--- src/hw/rtl/fsrc_pkg.sv ---
// fsrc_pkg: shared types, codes and the crc-16 byte step of the framed receiver
// no dependencies; used by fsrc_store, fsrc_ctrl and the top level
`default_nettype none

package fsrc_pkg;

  localparam int unsigned STORE_DEPTH = 256;
  localparam int unsigned ADDR_W      = $clog2(STORE_DEPTH);

  localparam logic [7:0]  START_MARK    = 8'hC8;
  localparam logic [15:0] CRC_POLY      = 16'h1021;
  localparam logic [15:0] TIMEOUT_RESET = 16'd40;

  typedef enum logic [1:0] {
    OP_START = 2'd0,
    OP_BYTE  = 2'd1,
    OP_POLL  = 2'd2,
    OP_READ  = 2'd3
  } op_e;

  typedef enum logic [1:0] {
    KIND_TIMEOUT = 2'd0,
    KIND_OK      = 2'd1,
    KIND_CRC_ERR = 2'd2,
    KIND_READ    = 2'd3
  } kind_e;

  // one store access per beat: clear of all entries, a write and a read
  typedef struct packed {
    logic              clear;
    logic              wr_en;
    logic [ADDR_W-1:0] wr_addr;
    logic [7:0]        wr_data;
    logic              rd_en;
    logic [ADDR_W-1:0] rd_addr;
  } store_req_t;

  // result of one beat before the output register
  typedef struct packed {
    logic       valid;
    kind_e      kind;
    logic [7:0] flen;
  } res_t;

  // crc-16 msb first over one byte, eight shift steps
  function automatic logic [15:0] crc_byte(input logic [15:0] crc, input logic [7:0] b);
    logic [15:0] c;
    logic [7:0]  d;
    c = crc;
    d = b;
    for (int k = 0; k < 8; k++) begin
      if (c[15] ^ d[7]) begin
        c = {c[14:0], 1'b0} ^ CRC_POLY;
      end else begin
        c = {c[14:0], 1'b0};
      end
      d = {d[6:0], 1'b0};
    end
    return c;
  endfunction

  // crc after the start mark alone, from an initial value of zero
  localparam logic [15:0] CRC_MARK = crc_byte(16'h0000, START_MARK);

endpackage

`default_nettype wire

--- src/hw/rtl/fsrc_store.sv ---
// fsrc_store: 256 x 8 frame store with per-entry valid bits and registered read
// depends on fsrc_pkg for the request struct and depth
`default_nettype none

module fsrc_store (
  input  wire logic                 clk_i,
  input  wire logic                 rst_ni,
  input  wire fsrc_pkg::store_req_t req_i,
  output logic [7:0]                rd_data_o
);

  logic [7:0]                      mem_q [fsrc_pkg::STORE_DEPTH];
  logic [fsrc_pkg::STORE_DEPTH-1:0] vld_q;
  logic [7:0]                      rd_q;
  logic                            rd_vld_q;

  // data array, no reset
  always_ff @(posedge clk_i) begin
    if (req_i.wr_en) begin
      mem_q[req_i.wr_addr] <= req_i.wr_data;
    end
    if (req_i.rd_en) begin
      rd_q <= mem_q[req_i.rd_addr];
    end
  end

  // valid bits, cleared by reset and by a start beat
  always_ff @(posedge clk_i or negedge rst_ni) begin
    if (!rst_ni) begin
      vld_q    <= '0;
      rd_vld_q <= 1'b0;
    end else begin
      if (req_i.clear) begin
        vld_q <= '0;
      end else if (req_i.wr_en) begin
        vld_q[req_i.wr_addr] <= 1'b1;
      end
      if (req_i.rd_en) begin
        rd_vld_q <= vld_q[req_i.rd_addr];
      end
    end
  end

  // entries never written since the last clear read as zero
  assign rd_data_o = rd_vld_q ? rd_q : 8'd0;

endmodule

`default_nettype wire

--- src/hw/rtl/fsrc_ctrl.sv ---
// fsrc_ctrl: frame hunt, length capture, running crc and poll timeout
// depends on fsrc_pkg; drives the store request and the unregistered result
`default_nettype none

module fsrc_ctrl (
  input  wire logic                 clk_i,
  input  wire logic                 rst_ni,
  input  wire logic                 accept_i,
  input  wire logic [1:0]           operation_i,
  input  wire logic [7:0]           rx_byte_i,
  input  wire logic [7:0]           read_index_i,
  input  wire logic [15:0]          timeout_polls_i,
  output fsrc_pkg::store_req_t      req_o,
  output fsrc_pkg::res_t            res_o
);

  logic [7:0]  widx_q, widx_d;
  logic [7:0]  len_q, len_d;
  logic [7:0]  hi_q, hi_d;
  logic [15:0] crc_q, crc_d;
  logic [15:0] polls_q, polls_d;
  logic        rx_q, rx_d;

  fsrc_pkg::op_e op;
  logic [15:0]   expect_val;
  logic [8:0]    end_pos;

  assign op         = fsrc_pkg::op_e'(operation_i);
  assign end_pos    = {1'b0, len_q} + 9'd1;
  // low check byte sits at index 1 (the length itself) for length zero
  assign expect_val = {hi_q, (len_q == 8'd0) ? 8'd0 : rx_byte_i};

  // next state, store request and result for one beat
  always_comb begin
    widx_d  = widx_q;
    len_d   = len_q;
    hi_d    = hi_q;
    crc_d   = crc_q;
    polls_d = polls_q;
    rx_d    = rx_q;
    req_o   = '0;
    res_o   = '0;
    req_o.rd_addr = read_index_i;
    req_o.wr_addr = widx_q;
    req_o.wr_data = rx_byte_i;

    if (accept_i) begin
      case (op)
        fsrc_pkg::OP_START: begin
          req_o.clear = 1'b1;
          widx_d  = 8'd0;
          len_d   = 8'd0;
          crc_d   = 16'd0;
          polls_d = timeout_polls_i;
          if (timeout_polls_i == 16'd0) begin
            rx_d       = 1'b0;
            res_o.valid = 1'b1;
            res_o.kind  = fsrc_pkg::KIND_TIMEOUT;
            res_o.flen  = 8'd0;
          end else begin
            rx_d = 1'b1;
          end
        end
        fsrc_pkg::OP_READ: begin
          req_o.rd_en = 1'b1;
          res_o.valid = 1'b1;
          res_o.kind  = fsrc_pkg::KIND_READ;
          res_o.flen  = 8'd0;
        end
        fsrc_pkg::OP_POLL: begin
          if (rx_q) begin
            if (polls_q <= 16'd1) begin
              polls_d     = 16'd0;
              rx_d        = 1'b0;
              res_o.valid = 1'b1;
              res_o.kind  = fsrc_pkg::KIND_TIMEOUT;
              res_o.flen  = widx_q;
            end else begin
              polls_d = polls_q - 16'd1;
            end
          end
        end
        fsrc_pkg::OP_BYTE: begin
          if (rx_q) begin
            if (widx_q == 8'd0) begin
              // hunting for the start mark
              if (rx_byte_i == fsrc_pkg::START_MARK) begin
                req_o.wr_en = 1'b1;
                widx_d      = 8'd1;
              end
            end else if (widx_q == 8'd1) begin
              // length byte; crc covers the mark and the length as needed
              req_o.wr_en = 1'b1;
              len_d       = rx_byte_i;
              widx_d      = 8'd2;
              hi_d        = (rx_byte_i == 8'd0) ? fsrc_pkg::START_MARK : rx_byte_i;
              if (rx_byte_i >= 8'd2) begin
                crc_d = fsrc_pkg::crc_byte(fsrc_pkg::CRC_MARK, rx_byte_i);
              end else if (rx_byte_i == 8'd1) begin
                crc_d = fsrc_pkg::CRC_MARK;
              end else begin
                crc_d = 16'd0;
              end
            end else begin
              // payload and check bytes
              req_o.wr_en = 1'b1;
              widx_d      = widx_q + 8'd1;
              if (widx_q == len_q) begin
                hi_d = rx_byte_i;
              end
              if ({1'b0, widx_q} >= end_pos) begin
                rx_d        = 1'b0;
                res_o.valid = 1'b1;
                res_o.kind  = (crc_q == expect_val) ? fsrc_pkg::KIND_OK
                                                    : fsrc_pkg::KIND_CRC_ERR;
                res_o.flen  = widx_q + 8'd1;
              end else if (widx_q < len_q) begin
                crc_d = fsrc_pkg::crc_byte(crc_q, rx_byte_i);
              end
            end
          end
        end
        default: begin
        end
      endcase
    end
  end

  // receiver state
  always_ff @(posedge clk_i or negedge rst_ni) begin
    if (!rst_ni) begin
      widx_q  <= 8'd0;
      len_q   <= 8'd0;
      hi_q    <= 8'd0;
      crc_q   <= 16'd0;
      polls_q <= 16'd0;
      rx_q    <= 1'b0;
    end else begin
      widx_q  <= widx_d;
      len_q   <= len_d;
      hi_q    <= hi_d;
      crc_q   <= crc_d;
      polls_q <= polls_d;
      rx_q    <= rx_d;
    end
  end

endmodule

`default_nettype wire

--- src/hw/rtl/framed_serial_receiver_crc16_core.sv ---
// framed serial receiver with crc-16 check: results pass s1, then the output
// register; one beat accepted per cycle while in_stall_o is low.
// the rate is set by the single registered pass through the framing logic and
// one store port access per beat; read beats use the registered store read.
// reset is asynchronous, active low: idle, store reads as zero, timeout 40.
// depends on fsrc_pkg, fsrc_store and fsrc_ctrl
`default_nettype none

module framed_serial_receiver_crc16_core (
  input  wire logic        clk_i,
  input  wire logic        rst_ni,
  // configuration write
  input  wire logic        cfg_valid_i,
  output logic             cfg_ready_o,
  input  wire logic [15:0] cfg_data_i,
  // input beats
  input  wire logic        in_valid_i,
  output logic             in_stall_o,
  input  wire logic [1:0]  operation_i,
  input  wire logic [7:0]  rx_byte_i,
  input  wire logic [7:0]  read_index_i,
  // result beats
  output logic             out_valid_o,
  input  wire logic        out_stall_i,
  output logic [1:0]       kind_o,
  output logic [7:0]       frame_length_o,
  output logic [7:0]       read_data_o
);

  logic [15:0]          timeout_q;
  logic                 accept;
  logic                 advance;
  fsrc_pkg::store_req_t req;
  fsrc_pkg::res_t       res;
  logic [7:0]           store_rd;

  logic                 s1_valid_q;
  fsrc_pkg::kind_e      s1_kind_q;
  logic [7:0]           s1_flen_q;
  logic                 out_valid_q;
  logic [1:0]           out_kind_q;
  logic [7:0]           out_flen_q;
  logic [7:0]           out_data_q;

  // handshake
  assign cfg_ready_o = 1'b1;
  assign advance     = !out_valid_q || !out_stall_i;
  assign in_stall_o  = s1_valid_q && !advance;
  assign accept      = in_valid_i && !in_stall_o;

  // timeout register
  always_ff @(posedge clk_i or negedge rst_ni) begin
    if (!rst_ni) begin
      timeout_q <= fsrc_pkg::TIMEOUT_RESET;
    end else if (cfg_valid_i && cfg_ready_o) begin
      timeout_q <= cfg_data_i;
    end
  end

  fsrc_ctrl u_ctrl (
    .clk_i           (clk_i),
    .rst_ni          (rst_ni),
    .accept_i        (accept),
    .operation_i     (operation_i),
    .rx_byte_i       (rx_byte_i),
    .read_index_i    (read_index_i),
    .timeout_polls_i (timeout_q),
    .req_o           (req),
    .res_o           (res)
  );

  fsrc_store u_store (
    .clk_i     (clk_i),
    .rst_ni    (rst_ni),
    .req_i     (req),
    .rd_data_o (store_rd)
  );

  // result stage and output register
  always_ff @(posedge clk_i or negedge rst_ni) begin
    if (!rst_ni) begin
      s1_valid_q  <= 1'b0;
      out_valid_q <= 1'b0;
    end else begin
      if (advance) begin
        out_valid_q <= s1_valid_q;
      end
      if (accept) begin
        s1_valid_q <= res.valid;
      end else if (advance) begin
        s1_valid_q <= 1'b0;
      end
    end
  end

  // payload, no reset
  always_ff @(posedge clk_i) begin
    if (advance) begin
      out_kind_q <= s1_kind_q;
      out_flen_q <= s1_flen_q;
      out_data_q <= (s1_kind_q == fsrc_pkg::KIND_READ) ? store_rd : 8'd0;
    end
    if (accept) begin
      s1_kind_q <= res.kind;
      s1_flen_q <= res.flen;
    end
  end

  assign out_valid_o    = out_valid_q;
  assign kind_o         = out_kind_q;
  assign frame_length_o = out_flen_q;
  assign read_data_o    = out_data_q;

endmodule

`default_nettype wire
--- config.mk ---
export PLATFORM = sky130hd
export DESIGN_NAME = framed_serial_receiver_crc16_core
export DESIGN_NICKNAME = d
export VERILOG_FILES = /design/src/hw/rtl/fsrc_pkg.sv /design/src/hw/rtl/fsrc_store.sv /design/src/hw/rtl/fsrc_ctrl.sv /design/src/hw/rtl/framed_serial_receiver_crc16_core.sv
export SDC_FILE = /design/constraint.sdc
export NUM_CORES = 2
export LEC_CHECK = 0
export BUFFER_PORTS_ARGS = -buffer_cell sky130_fd_sc_hd__buf_4
export CORE_ASPECT_RATIO = 1.5
export CORE_MARGIN = 5
export CORE_UTILIZATION = 30
export DETAILED_ROUTE_END_ITERATION = 10
export GPL_TIMING_DRIVEN = 1
export MAX_ROUTING_LAYER = met4
export PLACE_DENSITY = 0.41
export SYNTH_ARGS = -nofsm -noshare
export SYNTH_HDL_FRONTEND = slang
export SYNTH_SLANG_ARGS = --single-unit
--- constraint.sdc ---
create_clock -name clk_i -period 3.4 [get_ports clk_i]
set_input_delay 0.85 -clock clk_i [delete_from_list [all_inputs] [get_ports clk_i]]
set_output_delay 0.85 -clock clk_i [all_outputs]
set_load 0.03 [all_outputs]
==> metrics <==
status completed; std cell rows 253; clock sinks 2416; Core Box Area 317000 um2; max_cap viols 0; period utilization 0.998; synthesis warning total 0; DIE WIDTH 471 um; first-pass GRT wire length 418000 um; Post-synth ARST share 0.137; final cell utilization of the core 0.365; Post-Route Setup TNS 0 ns; sequential-to-total area share from yosys stat 0.742; Yosys top cell by area edfxtp_1; vias per inst 4.96; Lkg Pwr 39.2 nW; Crit. End Element register; max_slew headroom 0.266; hold wc startpoint rx_byte_i[6]; fin nets 5792; startpoint types input pin; final WL 291000 um; worst slack, placed -1.20 ns; final worst slack 0.00639 ns; Root Driver clkbuf_16; DR iter-0 viols 3499; CTS tree yes; Most common cell on crit path buf_12; vias in the first global route 54400; Bufs and invs on worst path 6; Hold Path Class in -> reg; Post-Syn Area per Cell 19.6 um2; area of the mapped netlist 95500 um2; synthesized flop and latch total 2416; EDFF count, synth 2084; crit path max fanout 16; synth top area cells edfxtp_1 (66%), mux4_2 (13%), dfrtp_1 (8.6%); Crit-path slowest cell nor3_2; Pins Over Slew Limit 0; I/O Buffers 58; DP HPWL 197000 um; Clock Pin Slew Worst Setup and Hold Paths 0.07 ns; buffers from clock root to sink, at most 4; TritonRoute pass-1 iters 5; Num CTS Buffers 238; Peak VDD IR 0.408 mV; Synth top area share 0.655; Skew-Pair Late Insertion Delay 0.89 ns; Worst Path Required 4.01 ns; Distinct cells, synth 79; post-synthesis cell count 4868; Final Hold Fails 0; most frequent cells after synthesis edfxtp_1 (2084), mux4_2 (569), nor2_1 (337); power per cell area 564 nW/um2; die area 330000 um2; DR vias 50300; R2R Path Start u_ctrl.widx_q[1]$_DFFE_PN0P_; GRT Util Overall 0.180; Non-Filler Instances 10100; count leader, synth edfxtp_1; worst slew pin tran 1.10 ns; final setup fails 0; Main synth FF type edfxtp_1; critical path, cell by cell buf_8, buf_12, buf_12, buf_12, buf_4, mux4_2, a22oi_1, a21oi_1, nor3_2, buf_4, o221ai_1; area delta synth->final 20.9%; Boundary Pins 60; Worst Setup Path Type in -> reg; Achievable Freq 0.295 GHz; # Post-CTS Setup Buffers 0; Crit path arrival time 4.01 ns; DRC errors left 0; Initial Utilization 0.301; routed len/inst 28.7 um; Net Count, Synth 4936; clk_skew 0.0315 ns; CTS H-tree depth 4; die height 701 um; share of layout cells above drive strength 1 0.324; Critical Path Source read_index_i[0]; GRT Residual Overflow 0; Post-DRT Antenna Nets 0; unrepaired setup endpoints after global routing no; Worst Hold Slack 0.178 ns; Final Critical Period 3.39 ns; GPL Wtd Cong 0.832; critical path's top delay family buffers and inverters; Slowest Stage Delay on Critical Path 0.67 ns; pin count of the biggest net entering global routing 156; initial antenna violation count 9; # placed instances 9690
layer usage:
layer	GRT usage	vias up	routed length, um
met4	0.0474	0	8120
met5	-	-	0
met2	0.323	927	157000
met3	0.0190	384	9270
met1	0.215	27300	117000
li1	-	21700	-
path summary, 6_finish.rpt:
check,to,cells after the start,slack [ns]
hold / removal,u_store.mem_q[232][6]$_DFFE_PP_,1,0.18
max in group asynchronous,timeout_q[3]$_DFFE_PN1P_,3,1.99
min in group asynchronous,u_store.vld_q[38]$_DFFE_PN0P_,2,0.50
setup reg to reg,u_store.vld_q[158]$_DFFE_PN0P_,14,0.32
hold reg to reg,frame_length_o[5]$_DFFE_PP_,0,0.43
setup / recovery,u_store.rd_q[5]$_DFFE_PP_,11,0.006
placed cells by master, fill, tap and decap left out, types with 31 or more instances in the layout:
master	Yosys	routed
buf_12	3	119
xnor2_1	41	41
nor3_1	40	38
dfrtp_1	330	330
buf_4	20	797
clkinv_2	0	49
nand2_1	92	82
clkinv_1	0	51
nand3_1	31	31
inv_1	39	39
nor2_1	337	336
a22o_1	67	67
mux4_2	569	569
clkbuf_1	143	41
o21a_1	261	261
a22oi_1	149	149
a21oi_1	102	102
o21ai_0	49	49
edfxtp_1	2084	2084
a221oi_1	61	59
clkbuf_16	0	240
flip-flops by register name, summed over array words and instances (netlist names), 16 cells and up:
name and count:
timeout_q 16, u_ctrl.crc_q 16, u_ctrl.polls_q 16, u_store.mem_q 2048, u_store.vld_q 256
cell type report:
cell class	instances	area [um2]
Fill cell	29400	201000
Clock inverter	153	1530
Clock buffer	286	6230
Inverter	40	150
Multi-Input combinational cell	2100	22900
Sequential cell	2416	70900
Timing Repair Buffer	928	8540
Tap cell	4207	5260
Antenna cell	5	12.5
worst reg2reg max path: stages (launching register included):
cell and delay (ns):
dfrtp_1 0.38, inv_1 0.10, ha_1 0.19, or3b_2 0.51, o21ai_2 0.24, o31a_1 0.21
or3_4 0.18, nor3_2 0.05, buf_4 0.16, nand2_1 0.12, buf_12 0.19, nor2_1 0.10
buf_4 0.23, buf_4 0.16, o21a_1 0.16
power by group:
group | internal, mW | total (mW) | switching (mW)
registers | 32.5 | 32.8 | 0.329
clock network | 15.2 | 26.8 | 11.6
logic | 2.19 | 5.51 | 3.32
logic make-up (layout without fill, tap and decap cells):
| group | count (synthesis) | count (layout) | synth area share |
|---|---|---|---|
| flops | 2416 | 2416 | 0.742 |
| compound gates | 795 | 795 | 0.0611 |
| mux | 628 | 628 | 0.142 |
| simple gates | 597 | 597 | 0.0276 |
| buf+inv | 352 | 1407 | 0.0190 |
| xor+xnor | 50 | 50 | 0.00459 |
| fa+ha+maj | 29 | 29 | 0.00380 |
| other cells | 1 | 6 | 0.0000393 |
stage by stage:
step | power (mW) | instance area (um2)
2_1_floorplan | 36.3 | 95500
3_3_place_gp | 39.1 | 108000
3_5_place_dp | 39.1 | 108000
4_1_cts | 66.2 | 115000
5_1_grt | 67.6 | 115000
6_report | 65.1 | 116000
timing repair:
| item | 4_1_cts | 5_1_grt |
|---|---|---|
| setup endpoints to repair | 3 | 1 |
| hold buffers | 1 | 0 |
| resized for setup | 3 | 1 |
| endpoints found under the hold margin | 38 | 0 |
(Power assumes the default switching activity.)
